File: config.mk
export PLATFORM = sky130hd
export DESIGN_NAME = timestamp_command_line_scheduler_top
export DESIGN_NICKNAME = d
export VERILOG_FILES = /design/src/rtl/tcls_pkg.sv /design/src/rtl/tcls_ram.sv /design/src/rtl/tcls_queue.sv /design/src/rtl/tcls_parser.sv /design/src/rtl/timestamp_command_line_scheduler_top.sv
export SDC_FILE = /design/constraint.sdc
export NUM_CORES = 1
export LEC_CHECK = 0
export BUFFER_PORTS_ARGS = -buffer_cell sky130_fd_sc_hd__buf_2
export CAP_MARGIN = 20
export CORE_ASPECT_RATIO = 1.2
export CORE_UTILIZATION = 35
export CTS_BUF_LIST = sky130_fd_sc_hd__clkbuf_2
export CTS_CLUSTER_SIZE = 40
export DETAILED_ROUTE_END_ITERATION = 12
export GPL_ROUTABILITY_DRIVEN = 0
export PLACE_DENSITY_LB_ADDON = 0.1
export SYNTH_ARGS = -nofsm -noshare
export SYNTH_HDL_FRONTEND = slang
export SYNTH_SLANG_ARGS = --single-unit
File: constraint.sdc
create_clock -name clk -period 9.15 [get_ports clk]
set_input_delay 0.4575 -clock clk [delete_from_list [all_inputs] [get_ports clk]]
set_output_delay 0.4575 -clock clk [all_outputs]
set_load 0.03 [all_outputs]
File: src/rtl/tcls_pkg.sv
package tcls_pkg;

	// default sizes
	localparam int DEF_QUEUE_DEPTH = 8;
	localparam int DEF_LINE_LIMIT  = 64;
	localparam int DEF_SOURCES     = 2;

	// operation codes
	localparam logic OP_BYTE = 1'b0;
	localparam logic OP_POP  = 1'b1;

	// configuration register indexes
	localparam logic REG_TRAVEL   = 1'b0;
	localparam logic REG_MIN_LEAD = 1'b1;

	// event codes
	localparam logic [2:0] EV_NONE    = 3'd0;
	localparam logic [2:0] EV_SYNC    = 3'd1;
	localparam logic [2:0] EV_QUEUED  = 3'd2;
	localparam logic [2:0] EV_DROPPED = 3'd3;
	localparam logic [2:0] EV_NO_SYNC = 3'd4;
	localparam logic [2:0] EV_DISCARD = 3'd5;

	// keyword kind
	localparam logic [1:0] KIND_NONE  = 2'd0;
	localparam logic [1:0] KIND_SYNC  = 2'd1;
	localparam logic [1:0] KIND_STAMP = 2'd2;

	// number phase
	localparam logic [1:0] PH_BLANK = 2'd0;
	localparam logic [1:0] PH_SIGN  = 2'd1;
	localparam logic [1:0] PH_DIGIT = 2'd2;
	localparam logic [1:0] PH_DONE  = 2'd3;

	localparam logic [3:0] SYNC_LEN  = 4'd8;
	localparam logic [3:0] STAMP_LEN = 4'd13;

	localparam logic [7:0] CH_NEWLINE = 8'd10;

	// result of one byte as seen by the line parser
	typedef struct packed {
		logic        sync_hit;   // complete sync line ended
		logic        stamp_hit;  // complete timestamp line ended
		logic        too_long;   // byte dropped, line discarded
		logic [31:0] number;     // parsed value, two's complement
	} parse_res_t;

	// sync command keyword
	function automatic logic [7:0] sync_char(input logic [3:0] i);
		logic [7:0] c;
		case (i)
			4'd0:    c = "S";
			4'd1:    c = "Y";
			4'd2:    c = "N";
			4'd3:    c = "C";
			4'd4:    c = "_";
			4'd5:    c = "M";
			4'd6:    c = "S";
			4'd7:    c = "=";
			default: c = 8'h00;
		endcase
		return c;
	endfunction

	// detection stamp command keyword
	function automatic logic [7:0] stamp_char(input logic [3:0] i);
		logic [7:0] c;
		case (i)
			4'd0:    c = "T";
			4'd1:    c = "I";
			4'd2:    c = "M";
			4'd3:    c = "E";
			4'd4:    c = "S";
			4'd5:    c = "T";
			4'd6:    c = "A";
			4'd7:    c = "M";
			4'd8:    c = "P";
			4'd9:    c = "_";
			4'd10:   c = "M";
			4'd11:   c = "S";
			4'd12:   c = "=";
			default: c = 8'h00;
		endcase
		return c;
	endfunction

endpackage

File: src/rtl/tcls_ram.sv
module tcls_ram #(
	parameter int WIDTH = 32,
	parameter int DEPTH = 8,
	localparam int AW = (DEPTH > 1) ? $clog2(DEPTH) : 1
) (
	input  logic             clk,
	input  logic             we,
	input  logic [AW-1:0]    waddr,
	input  logic [WIDTH-1:0] wdata,
	input  logic [AW-1:0]    raddr,
	output logic [WIDTH-1:0] rdata
);

	logic [WIDTH-1:0] mem [DEPTH];

	always_ff @(posedge clk) begin
		if (we) begin
			mem[waddr] <= wdata;
		end
		rdata <= mem[raddr];
	end

endmodule

File: src/rtl/tcls_queue.sv
module tcls_queue #(
	parameter int QUEUE_DEPTH = 8,
	localparam int PTR_W = $clog2(QUEUE_DEPTH),
	localparam int CNT_W = $clog2(QUEUE_DEPTH + 1)
) (
	input  logic             clk,
	input  logic             arst_n,
	input  logic             push,
	input  logic [31:0]      push_data,
	input  logic             pop,
	output logic [31:0]      head,
	output logic             full,
	output logic             empty,
	output logic [CNT_W-1:0] count_next
);

	logic [PTR_W-1:0] rd_ptr_q, wr_ptr_q, rd_ptr_next;
	logic [CNT_W-1:0] cnt_q;
	logic             byp_q;
	logic [31:0]      byp_data_q;
	logic [31:0]      ram_rdata;

	function automatic logic [PTR_W-1:0] ptr_inc(input logic [PTR_W-1:0] p);
		return (p == PTR_W'(QUEUE_DEPTH - 1)) ? '0 : p + 1'b1;
	endfunction

	assign full        = (cnt_q == CNT_W'(QUEUE_DEPTH));
	assign empty       = (cnt_q == '0);
	assign rd_ptr_next = pop ? ptr_inc(rd_ptr_q) : rd_ptr_q;
	assign count_next  = cnt_q + CNT_W'(push) - CNT_W'(pop);

	// RAM always reads the head that applies after this edge
	tcls_ram #(
		.WIDTH (32),
		.DEPTH (QUEUE_DEPTH)
	) u_ram (
		.clk   (clk),
		.we    (push),
		.waddr (wr_ptr_q),
		.wdata (push_data),
		.raddr (rd_ptr_next),
		.rdata (ram_rdata)
	);

	// write into the slot being read: forward the new word for one cycle
	assign head = byp_q ? byp_data_q : ram_rdata;

	always_ff @(posedge clk or negedge arst_n) begin
		if (!arst_n) begin
			rd_ptr_q <= '0;
			wr_ptr_q <= '0;
			cnt_q    <= '0;
			byp_q    <= 1'b0;
		end else begin
			rd_ptr_q <= rd_ptr_next;
			if (push) begin
				wr_ptr_q <= ptr_inc(wr_ptr_q);
			end
			cnt_q <= count_next;
			byp_q <= push && (wr_ptr_q == rd_ptr_next);
		end
	end

	always_ff @(posedge clk) begin
		byp_data_q <= push_data;
	end

`ifndef SYNTHESIS
	a_count_range: assert property (@(posedge clk) disable iff (!arst_n)
		cnt_q <= CNT_W'(QUEUE_DEPTH))
		else $error("queue count beyond depth");
	a_push_full: assert property (@(posedge clk) disable iff (!arst_n)
		push |-> !full)
		else $error("push into full queue");
	a_pop_empty: assert property (@(posedge clk) disable iff (!arst_n)
		pop |-> !empty)
		else $error("pop from empty queue");
`endif

endmodule

File: src/rtl/tcls_parser.sv
module tcls_parser #(
	parameter int SOURCES    = 2,
	parameter int LINE_LIMIT = 64,
	localparam int SRC_W = (SOURCES > 1) ? $clog2(SOURCES) : 1,
	localparam int LEN_W = $clog2(LINE_LIMIT)
) (
	input  logic                 clk,
	input  logic                 arst_n,
	input  logic                 en,
	input  logic [SRC_W-1:0]     src,
	input  logic [7:0]           rx_byte,
	output tcls_pkg::parse_res_t res
);

	import tcls_pkg::*;

	logic [LEN_W-1:0] len_q  [SOURCES];
	logic [3:0]       mp_q   [SOURCES];
	logic [1:0]       kind_q [SOURCES];
	logic [1:0]       ph_q   [SOURCES];
	logic             neg_q  [SOURCES];
	logic [31:0]      val_q  [SOURCES];

	logic [LEN_W-1:0] cur_len, nxt_len;
	logic [3:0]       cur_mp, nxt_mp, klen;
	logic [1:0]       cur_kind, nxt_kind, cur_ph, nxt_ph;
	logic             cur_neg, nxt_neg;
	logic [31:0]      cur_val, nxt_val, sat_val;
	logic [35:0]      acc;
	logic [7:0]       kw_c;
	logic             is_nl, is_ws, is_digit;

	assign cur_len  = len_q[src];
	assign cur_mp   = mp_q[src];
	assign cur_kind = kind_q[src];
	assign cur_ph   = ph_q[src];
	assign cur_neg  = neg_q[src];
	assign cur_val  = val_q[src];

	assign is_nl    = (rx_byte == CH_NEWLINE);
	assign is_ws    = (rx_byte == " ") || (rx_byte >= 8'd9 && rx_byte <= 8'd13);
	assign is_digit = (rx_byte >= "0") && (rx_byte <= "9");

	// value*10 + digit, saturated at 2^31
	assign acc     = ({4'b0, cur_val} << 3) + ({4'b0, cur_val} << 1)
	               + {32'b0, rx_byte[3:0]};
	assign sat_val = (acc > 36'h080000000) ? 32'h80000000 : acc[31:0];

	assign klen = (cur_kind == KIND_SYNC) ? SYNC_LEN : STAMP_LEN;
	assign kw_c = (cur_kind == KIND_SYNC) ? sync_char(cur_mp) : stamp_char(cur_mp);

	always_comb begin
		res.sync_hit  = is_nl && (cur_len != '0) && (cur_kind == KIND_SYNC)
		                && (cur_mp == SYNC_LEN);
		res.stamp_hit = is_nl && (cur_len != '0) && (cur_kind == KIND_STAMP)
		                && (cur_mp == STAMP_LEN);
		res.too_long  = !is_nl && (cur_len >= LEN_W'(LINE_LIMIT - 1));
		if (cur_neg) begin
			res.number = 32'd0 - cur_val;
		end else begin
			res.number = cur_val[31] ? 32'h7FFFFFFF : cur_val;
		end
	end

	always_comb begin
		nxt_len  = cur_len;
		nxt_mp   = cur_mp;
		nxt_kind = cur_kind;
		nxt_ph   = cur_ph;
		nxt_neg  = cur_neg;
		nxt_val  = cur_val;
		if (is_nl || res.too_long) begin
			nxt_len  = '0;
			nxt_mp   = '0;
			nxt_kind = KIND_NONE;
			nxt_ph   = PH_BLANK;
			nxt_neg  = 1'b0;
			nxt_val  = '0;
		end else begin
			nxt_len = cur_len + 1'b1;
			if (cur_len == '0) begin
				if (rx_byte == "S") begin
					nxt_kind = KIND_SYNC;
					nxt_mp   = 4'd1;
				end else if (rx_byte == "T") begin
					nxt_kind = KIND_STAMP;
					nxt_mp   = 4'd1;
				end else begin
					nxt_kind = KIND_NONE;
				end
			end else if (cur_kind != KIND_NONE) begin
				if (cur_mp < klen) begin
					if (rx_byte == kw_c) begin
						nxt_mp = cur_mp + 4'd1;
					end else begin
						nxt_kind = KIND_NONE;
					end
				end else if (cur_ph == PH_BLANK && is_ws) begin
					nxt_ph = cur_ph;
				end else if (cur_ph == PH_BLANK && rx_byte == "+") begin
					nxt_ph = PH_SIGN;
				end else if (cur_ph == PH_BLANK && rx_byte == "-") begin
					nxt_neg = 1'b1;
					nxt_ph  = PH_SIGN;
				end else if (cur_ph == PH_DONE) begin
					nxt_ph = cur_ph;
				end else if (!is_digit) begin
					nxt_ph = PH_DONE;
				end else begin
					nxt_val = sat_val;
					nxt_ph  = PH_DIGIT;
				end
			end
		end
	end

	always_ff @(posedge clk or negedge arst_n) begin
		if (!arst_n) begin
			for (int i = 0; i < SOURCES; i++) begin
				len_q[i]  <= '0;
				mp_q[i]   <= '0;
				kind_q[i] <= KIND_NONE;
				ph_q[i]   <= PH_BLANK;
				neg_q[i]  <= 1'b0;
				val_q[i]  <= '0;
			end
		end else if (en) begin
			len_q[src]  <= nxt_len;
			mp_q[src]   <= nxt_mp;
			kind_q[src] <= nxt_kind;
			ph_q[src]   <= nxt_ph;
			neg_q[src]  <= nxt_neg;
			val_q[src]  <= nxt_val;
		end
	end

endmodule

File: src/rtl/timestamp_command_line_scheduler_top.sv
// channel   dir  handshake             word
// --------  ---  --------------------  ----------------------------------------------
// input     in   in_valid / in_ready   op, source, rx_byte, now_ms
// result    out  out_valid / out_ready event_res, late, pop_valid,
//                                      popped_arrival_ms, pending
// config    in   cfg_we                cfg_index, cfg_data (write only)
//
// One word per cycle sustained while out_ready is high; a word accepted into the
// input register moves on to the result register once the result slot is free
// or being read out (input register, one pass of parse/queue logic, result register).
// The head-of-queue read comes from a registered RAM that is addressed with the
// next read pointer, with a forward path for a write into the slot being read.
// Reset clears line state, sync, offset, queue pointers, valid flags and config registers.
// Queue contents are not cleared. A stalled result holds the input register
// and accepts no more words until out_ready frees the result slot.
module timestamp_command_line_scheduler_top #(
	parameter int QUEUE_DEPTH = tcls_pkg::DEF_QUEUE_DEPTH,
	parameter int LINE_LIMIT  = tcls_pkg::DEF_LINE_LIMIT,
	parameter int SOURCES     = tcls_pkg::DEF_SOURCES
) (
	input  logic        clk,
	input  logic        arst_n,
	// configuration
	input  logic        cfg_we,
	input  logic        cfg_index,
	input  logic [19:0] cfg_data,
	// input words
	input  logic        in_valid,
	output logic        in_ready,
	input  logic        op,
	input  logic        source,
	input  logic [7:0]  rx_byte,
	input  logic [31:0] now_ms,
	// result words
	output logic        out_valid,
	input  logic        out_ready,
	output logic [2:0]  event_res,
	output logic        late,
	output logic        pop_valid,
	output logic [31:0] popped_arrival_ms,
	output logic [3:0]  pending
);

	import tcls_pkg::*;

	localparam int SRC_W = (SOURCES > 1) ? $clog2(SOURCES) : 1;
	localparam int CNT_W = $clog2(QUEUE_DEPTH + 1);

	// configuration registers
	logic [19:0] travel_q;
	logic [15:0] min_lead_q;

	// input stage
	logic        valid_s1;
	logic        op_s1;
	logic        src_s1;
	logic [7:0]  byte_s1;
	logic [31:0] now_s1;

	// result stage
	logic        valid_s2;
	logic [2:0]  ev_s2;
	logic        late_s2;
	logic        pv_s2;
	logic [31:0] popped_s2;
	logic [3:0]  pending_s2;

	// clock sync
	logic        sync_seen_q;
	logic [31:0] offset_q;

	logic             advance;
	logic [SRC_W-1:0] src_idx;
	logic             is_byte;
	parse_res_t       pr;
	logic             q_full, q_empty, q_push, q_pop;
	logic [CNT_W-1:0] q_count_next;
	logic [CNT_W+3:0] cnt_ext;
	logic [31:0]      q_head;
	logic [31:0]      arrival, lead;
	logic             is_late;
	logic [2:0]       ev;
	logic             stamp_ok;

	// the word in the input register moves on whenever the result slot is free or being read out
	assign advance  = valid_s1 && (!valid_s2 || out_ready);
	assign in_ready = !valid_s1 || advance;

	assign src_idx  = SRC_W'(src_s1);
	assign is_byte  = (op_s1 == OP_BYTE) && (int'(src_idx) < SOURCES);

	tcls_parser #(
		.SOURCES    (SOURCES),
		.LINE_LIMIT (LINE_LIMIT)
	) u_parser (
		.clk     (clk),
		.arst_n  (arst_n),
		.en      (advance && is_byte),
		.src     (src_idx),
		.rx_byte (byte_s1),
		.res     (pr)
	);

	// predicted arrival and lead time, all mod 2^32
	assign arrival  = pr.number + offset_q + {12'b0, travel_q};
	assign lead     = arrival - now_s1;
	assign is_late  = lead[31] || (lead < {16'b0, min_lead_q});
	assign stamp_ok = is_byte && pr.stamp_hit && sync_seen_q;

	assign q_push = advance && stamp_ok && !q_full;
	assign q_pop  = advance && (op_s1 == OP_POP) && !q_empty;

	tcls_queue #(
		.QUEUE_DEPTH (QUEUE_DEPTH)
	) u_queue (
		.clk        (clk),
		.arst_n     (arst_n),
		.push       (q_push),
		.push_data  (arrival),
		.pop        (q_pop),
		.head       (q_head),
		.full       (q_full),
		.empty      (q_empty),
		.count_next (q_count_next)
	);

	// occupancy reported in four bits
	assign cnt_ext = {4'b0, q_count_next};

	always_comb begin
		ev = EV_NONE;
		if (is_byte) begin
			if (pr.sync_hit) begin
				ev = EV_SYNC;
			end else if (pr.stamp_hit) begin
				if (!sync_seen_q) begin
					ev = EV_NO_SYNC;
				end else if (q_full) begin
					ev = EV_DROPPED;
				end else begin
					ev = EV_QUEUED;
				end
			end else if (pr.too_long) begin
				ev = EV_DISCARD;
			end
		end
	end

	always_ff @(posedge clk or negedge arst_n) begin
		if (!arst_n) begin
			travel_q   <= '0;
			min_lead_q <= '0;
		end else if (cfg_we) begin
			unique case (cfg_index)
				REG_TRAVEL:   travel_q   <= cfg_data;
				REG_MIN_LEAD: min_lead_q <= cfg_data[15:0];
				default:      ;
			endcase
		end
	end

	always_ff @(posedge clk or negedge arst_n) begin
		if (!arst_n) begin
			valid_s1    <= 1'b0;
			valid_s2    <= 1'b0;
			sync_seen_q <= 1'b0;
			offset_q    <= '0;
		end else begin
			if (in_ready) begin
				valid_s1 <= in_valid;
			end
			if (advance) begin
				valid_s2 <= 1'b1;
			end else if (out_ready) begin
				valid_s2 <= 1'b0;
			end
			if (advance && is_byte && pr.sync_hit) begin
				sync_seen_q <= 1'b1;
				offset_q    <= now_s1 - pr.number;
			end
		end
	end

	// payload registers
	always_ff @(posedge clk) begin
		if (in_ready && in_valid) begin
			op_s1   <= op;
			src_s1  <= source;
			byte_s1 <= rx_byte;
			now_s1  <= now_ms;
		end
		if (advance) begin
			ev_s2      <= ev;
			late_s2    <= stamp_ok && is_late;
			pv_s2      <= q_pop;
			popped_s2  <= q_pop ? q_head : 32'd0;
			pending_s2 <= cnt_ext[3:0];
		end
	end

	assign out_valid         = valid_s2;
	assign event_res         = ev_s2;
	assign late              = late_s2;
	assign pop_valid         = pv_s2;
	assign popped_arrival_ms = popped_s2;
	assign pending           = pending_s2;

`ifndef SYNTHESIS
	a_ready_when_free: assert property (@(posedge clk) disable iff (!arst_n)
		!valid_s2 |-> in_ready)
		else $error("input stalled with free result slot");
`endif

endmodule
### Word-level counts from Yosys, hierarchy flattened

Memories as Yosys holds them, arrays and structs flattened. A register that Yosys moved wholly into a read port is not among the register bits.
Cells that the tools add are included.

* input port bits: 68
* bits in writable memories: 256
* memories kept: 3
* bits in read-only memories: 168
* word-level logic and storage cells: 214
* flip-flop bits (word level): 291

Memories
* u_queue.u_ram.mem: words 8, bits a word 32, rd ports 1, clocked after Yosys merged registers in 1, write ports 1, line tcls_ram.sv:14 `logic [WIDTH-1:0] mem [DEPTH];`
* (no name shown): words 16, bits a word 7, rd ports 1, clocked after Yosys merged registers in 0, write ports 0, line tcls_pkg.sv:68 `case (i)`
* (no name shown): words 8, bits a word 7, rd ports 1, clocked after Yosys merged registers in 0, write ports 0, line tcls_pkg.sv:51 `case (i)`

* reductions and logical operators: 43
* equal/unequal tests: 16
* order comparisons: 10
* bitwise logic cells: 3
* muxes and demuxes: 93
* add/subtract/negate cells: 13

Operators by type and width (number)
* 32-bit two-way mux: 16
* 64-bit bitwise mux: 1
* 32-bit subtractor: 2
* 2-bit two-way mux: 22
* 4-bit two-way mux: 11
* 35-bit by 33-bit adder with 36-bit output: 1
* 36-bit by 4-bit adder with 36-bit output: 1
* 36-bit by 32-bit greater-than comparator with 1-bit output, second input constant: 1
* 32-bit by 20-bit adder with 32-bit output: 1
* 32-bit adder: 1
* 32-bit demux with 1-bit select: 1
* 32-bit by 16-bit less-than comparator with 1-bit output: 1
* 1-bit by 32-bit subtractor with 32-bit output, first input constant: 1
* 31-bit two-way mux: 1
* 6-bit two-way mux: 5
* 8-bit by 6-bit equality test with 1-bit output, second input constant: 3
* 1-bit logical AND: 24
* 3-bit two-way mux: 7
* 1-bit two-way mux: 18
* 8-bit by 7-bit equality test with 1-bit output, second input constant: 2
* 8-bit two-way mux: 2
* 12-bit bitwise mux: 1
* 4-bit equality test, second input constant: 3
* 4-bit bitwise mux: 2
* 36 further kinds: 50

### Depth between registers and ports, before layout

* word-level depth: 18
* mapped depth: 37
* depth with buffers taken out: 33

### By module

A second synthesis with hierarchy kept.

* cell total of the unflattened synthesis: 2745
* area total of the unflattened synthesis: 32193.4 µm²

By module, submodules not included
* timestamp_command_line_scheduler_top: sequential area each 4269.1 µm², area each 11075.6 µm², instances 1, cells each 1093
* tcls_ram: sequential area each 8328.0 µm², area each 10466.3 µm², instances 1, cells each 415
* tcls_parser: sequential area each 2352.3 µm², area each 8991.1 µm², instances 1, cells each 1117
* tcls_queue: sequential area each 915.9 µm², area each 1660.3 µm², instances 1, cells each 120

### Least setup slack after synthesis

No wires, ideal clock.

* path type: register -> register
* from: register src_s1 (netlist: src_idx)
* to: register late_s2 (netlist: late) (data pin)
* slack: 1.925 ns
* arrival time: 7.049 ns
* library setup time: 0.176 ns
* stages on the path, launching flop included: 37
* period minus slack after synthesis: 7.225 ns
* data required time: 8.974 ns
* cells stage by stage: edfxtp_1 buf_6 buf_12 buf_6 buf_6 buf_4 mux2_2 clkbuf_1 nor2_1 clkbuf_1 a21oi_1 o22ai_1 inv_1 fa_1 ha_1 and4_1 a21oi_1 nand2_1 a21o_1 a21oi_1 nor2_1 nor2_1 xnor2_1 ha_1 a21o_1 a211oi_1 o211ai_1 nand2_1 xnor2_1 ha_1 a2111oi_0 o211ai_1 a21oi_1 o2111ai_1 a2111oi_0 nand4_1 o32ai_1

* longest elaborated chain between the ends: 12

RTL lines
* start: declaration: line timestamp_command_line_scheduler_top.sv:56 `logic src_s1;`
* start signal: assignment: line timestamp_command_line_scheduler_top.sv:188 `src_s1 <= source;`
* 1-bit inverter with 2-bit output (not written as such) (*): line tcls_parser.sv:37, tcls_parser.sv:38
* 32-bit two-way mux (not written as such) (3 in series): line tcls_parser.sv:38 `assign cur_val = val_q[src];`
* 1-bit by 32-bit subtractor with 32-bit output or 31-bit two-way mux (tied branches): line tcls_parser.sv:59, tcls_parser.sv:61
* 32-bit two-way mux (*): line tcls_parser.sv:58 `if (cur_neg) begin`
* 32-bit adder (*): line timestamp_command_line_scheduler_top.sv:105 `assign arrival = pr.number + offset_q + {12'b0, travel_q};`
* 32-bit by 20-bit adder with 32-bit output (*): line timestamp_command_line_scheduler_top.sv:105
* net arrival[12]: line timestamp_command_line_scheduler_top.sv:80 `logic [31:0] arrival, lead;`
* 32-bit subtractor (*): line timestamp_command_line_scheduler_top.sv:106 `assign lead = arrival - now_s1;`
* 32-bit by 16-bit less-than comparator with 1-bit output: line timestamp_command_line_scheduler_top.sv:107 `assign is_late = lead[31] || (lead < {16'b0, min_lead_q});`
* 1-bit logical OR (*): line timestamp_command_line_scheduler_top.sv:107
* 1-bit logical AND (*): line timestamp_command_line_scheduler_top.sv:194 `late_s2 <= stamp_ok && is_late;`
* end signal: assignment: line timestamp_command_line_scheduler_top.sv:194
* end: declaration: line timestamp_command_line_scheduler_top.sv:63 `logic late_s2;`

Mark *: on every way through the listed nets, which the timed path passes. The rest lies on a longest branch. The select of a mux whose other input is x is not followed.
A chain may end at the register's enable or synchronous reset.

### Final worst setup path

Ends and elaborated chain as after synthesis.

==> impl_metrics.py <==
metrics = {
    "critical_path": {
        "crit_path_top_delay_cell": "mux2i_1",
        "path_class": "reg -> reg",
        "worstSetupEndpointType": "flip-flop",
        "crit_required_ps": 10290,
        "reg2reg_slack_ps": 670,
        "critPathMaxFanout": 12,
        "worstSetupStartpointType": "flip-flop",
        "crit_arrival_ps": 9620,
        "regToRegStartpoint": "src_idx",
        "r2r_cells": 34,
        "worstReg2RegEnd": "late",
        "cpPeakStageDelay_ps": 510,
    },
    "run": {
        "max_cap_violations": 0,
    },
    "route": {
        "drc_errors": 0,
        "ant_nets": 0,
        "firstDrtPassIters": 5,
        "drt-total-wl_mm": 91.4,
        "drt_iter0_drc": 1263,
        "vias_per_cell": 5.17,
        "vias": 25131,
        "wl_per_cell_um": 18.8,
    },
    "placed_design": {
        "place_area_um2": 34300,
        "io_buffers": 110,
        "hpwlAfterDp_mm": 62.3,
    },
    "clock_network": {
        "cts-resized-gates": 0,
        "clock_latency_ps": 1330,
        "cts.sinks": 579,
        "cts_buffer_depth": 3,
        "cts_root_buf": "clkbuf_2",
        "cts_made_buffers": 157,
        "ctsHtreeMaxLevel": 4,
        "clkTransAtPathRegs_ps": 110,
        "tritoncts": "built",
    },
    "timing": {
        "finalSetupTns_ps": 0,
        "tightest_slew_ps": 1160,
        "skew_ps": 94.6,
        "finalCritPeriodShare": 0.927,
        "hold_ws_ps": 267,
        "max_freq_ghz": 0.118,
        "drv_slew": 0,
        "final.min_clock_period_ps": 8480,
        "rsz0062_at_grt": "false",
        "finalHoldViolCount": 0,
        "relSlewSlack": 0.218,
        "setup_viol": 0,
    },
    "grt": {
        "grt_pass1_wl_mm": 144,
        "overflow": 0,
        "grtUsageTotal": 0.198,
        "grt_max_degree": 109,
        "grt_pass1_vias": 25480,
        "antenna_found_initial": 1,
    },
    "pwr": {
        "p_sw_frac": 0.350,
        "comb_power_share": 0.256,
        "leakagePower_nw": 16.3,
        "p_int_mw": 4.37,
        "p_per_area_nw_per_um2": 180,
        "ir_worst_vdd_uv": 117,
        "clockPowerShare": 0.289,
        "seqPwrFrac": 0.455,
        "power.switching_mw": 2.35,
    },
    "synthesis": {
        "seq_area_frac_synth": 0.492,
        "synth-main-ff-cell": "edfxtp_1",
        "async_flop_share": 0.304,
        "avgSynthCellArea_um2": 10.2,
        "synth_cells": 3163,
        "synth_edf_count": 339,
        "syn-cell-area_um2": 32300,
        "synth_cell_types": 96,
        "synth_warnings": 0,
        "synth-seq-cells": 579,
        "synth.net_count": 3462,
    },
    "finish": {
        "drive_gt1_frac": 0.149,
        "fillers": 8930,
        "areaGrowthSynthToFinish_pct": 15.6,
        "layout.nets": 3793,
        "design_area_um2": 37300,
    },
    "floorplanning": {
        "die_w_um": 279,
        "io_pins": 111,
        "die_h_um": 335,
        "die_area_um2": 93400,
        "rows": 121,
        "start_util": 0.355,
        "coreArea_um2": 91000,
    },
    "status": {
        "status": "finished, final reports clean",
    },
    "worst_hold_path": {
        "holdCritPathClass": "in -> async",
    },
}
-- state kept, by name, summed over array words and instances, names as in the netlist, 12 cells and up --
signal	flops
min_lead_q	16
now_s1	32
offset_q	32
popped_arrival_ms	32
travel_q	20
u_parser.len_q	12
u_parser.val_q	64
u_queue.byp_data_q	32
u_queue.u_ram.mem	256
u_queue.u_ram.rdata	32
-- area by class of cell --
type	instances	area [µm²]	area share
sequential	579	15900	0.425
multi-input combinational	2297	15400	0.412
timing repair buffer	304	2380	0.0638
tap	1230	1540	0.0413
clock buffer	238	1190	0.0319
inverter	155	584	0.0157
clock inverter	55	354	0.00950
antenna	2	5.00	0.000134
-- layer usage --
layer	routed length, µm	vias to the layer above	global-route usage	share of wire
met5	0	-	0	0
met1	40300	12160	0.248	0.44
met3	3610	161	0.0319	0.039
met2	45100	553	0.340	0.49
met4	2510	0	0.0773	0.027
li1	-	12257	-	-
-- metrics by stage --
stage          utilization  cells  total power [mW]  setup WS, ps
2_1_floorplan            -   3163              4.27          1930
3_3_place_gp         0.377   4420              4.79           486
3_5_place_dp         0.377   4420              4.82           390
4_1_cts              0.409   4852              6.86           401
5_1_grt              0.410   4859              7.20          18.7
6_report             0.410   4860              6.73           668
-- Yosys cell counts (9+ instances only) --
| cell type | count | area share |
|---|---|---|
| nand3_1 | 202 | 0.031 |
| ha_1 | 205 | 0.079 |
| xor2_1 | 40 | 0.011 |
| o2111ai_1 | 10 | 0.0027 |
| o22ai_1 | 13 | 0.0025 |
| a21o_1 | 76 | 0.018 |
| and2_1 | 16 | 0.0031 |
| buf_1 | 13 | 0.0015 |
| or2_2 | 9 | 0.0017 |
| mux2_2 | 52 | 0.018 |
| a211oi_1 | 20 | 0.0047 |
| nor4_1 | 11 | 0.0021 |
| mux2i_1 | 58 | 0.018 |
| o21bai_1 | 13 | 0.0030 |
| o31ai_1 | 70 | 0.016 |
| a31oi_1 | 16 | 0.0031 |
| nand2_1 | 493 | 0.057 |
| inv_1 | 153 | 0.018 |
| o21a_1 | 18 | 0.0042 |
| o21ai_0 | 146 | 0.023 |
| edfxtp_1 | 339 | 0.32 |
| nand2b_1 | 29 | 0.0056 |
| fa_1 | 26 | 0.016 |
| clkbuf_1 | 106 | 0.012 |
| a22oi_1 | 36 | 0.0084 |
| and3_1 | 20 | 0.0039 |
| nor2b_1 | 15 | 0.0029 |
| nor3_1 | 47 | 0.0073 |
| a21oi_1 | 153 | 0.024 |
| nand4_1 | 18 | 0.0035 |
| dfrtp_1 | 176 | 0.14 |
| a211o_1 | 10 | 0.0027 |
| nor3b_1 | 12 | 0.0028 |
| dfxtp_1 | 64 | 0.040 |
| o211ai_1 | 14 | 0.0033 |
| or3_1 | 16 | 0.0031 |
| o21ai_1 | 27 | 0.0042 |
| xnor2_1 | 80 | 0.022 |
| nor2_1 | 182 | 0.021 |
| o31a_1 | 12 | 0.0033 |
-- worst max-delay path: cells and delay by family (launching register included) --
kind / cells / cell delay [ps]
compound gates: 15 / 3620
buf+inv: 3 / 420
mux: 1 / 510
xor+xnor: 2 / 390
fa+ha+maj: 4 / 1450
flops: 1 / 330
simple gates: 9 / 1620
-- worst max path at each step --
stage	startpoint	to	cells past startpoint
2_1_floorplan	src_idx	late	36
4_1_cts	src_idx	late	33
5_1_grt	src_idx	late	34
3_3_place_gp	src_idx	late	33
6_report	src_idx	late	34
3_5_place_dp	src_idx	late	33
-- layout by cell type, fill, tap and decap left out, drive strengths merged, types with 18 or more instances in the layout --
master       synthesis  final
nor2               182    182
mux2i               63     63
nor3                48     48
nand4               18     18
clkbuf             106    239
a211oi              20     20
clkinv               0     46
xor2                40     40
fa                  26     26
a21o                76     76
edfxtp             339    339
a21oi              153    153
xnor2               80     80
mux2                58     58
ha                 205    205
and3                20     20
dfrtp              176    176
o31ai               71     71
nand2              493    493
dfxtp               64     64
o21ai              174    174
dlygate4sd3          0    138
a22oi               37     37
inv                155    156
nand3              203    203
nand2b              29     29
o21a                18     18
buf                 26    165
-- power by group through the flow --
stage          logic (mW)  clock network (mW)  registers (mW)
2_1_floorplan        1.14                   0            3.14
3_3_place_gp         1.67                   0            3.12
3_5_place_dp         1.70                   0            3.13
4_1_cts              1.75                2.05            3.07
5_1_grt              1.94                2.18            3.09
6_report             1.72                1.95            3.06
-- cell families (layout without fill, tap and decap cells) --
kind of cell    count (synthesis)  count (layout)  share of synthesized area
compound gates                718             718                      0.146
flops                         579             579                      0.492
xor+xnor                      121             121                     0.0333
mux                           121             121                     0.0409
simple gates                 1106            1106                      0.157
fa+ha+maj                     231             231                     0.0956
buf+inv                       287             752                     0.0354
other cells                     0               2                          0
-- what timing repair did --
| item | CTS | global route |
|---|---|---|
| setup buffers | 0 | 6 |
| endpoints found under the hold margin | 238 | 0 |
| setup endpoints to repair | 0 | 1 |
| hold buffers | 139 | 0 |
No activity file was read; power rests on OpenSTA's default activity.
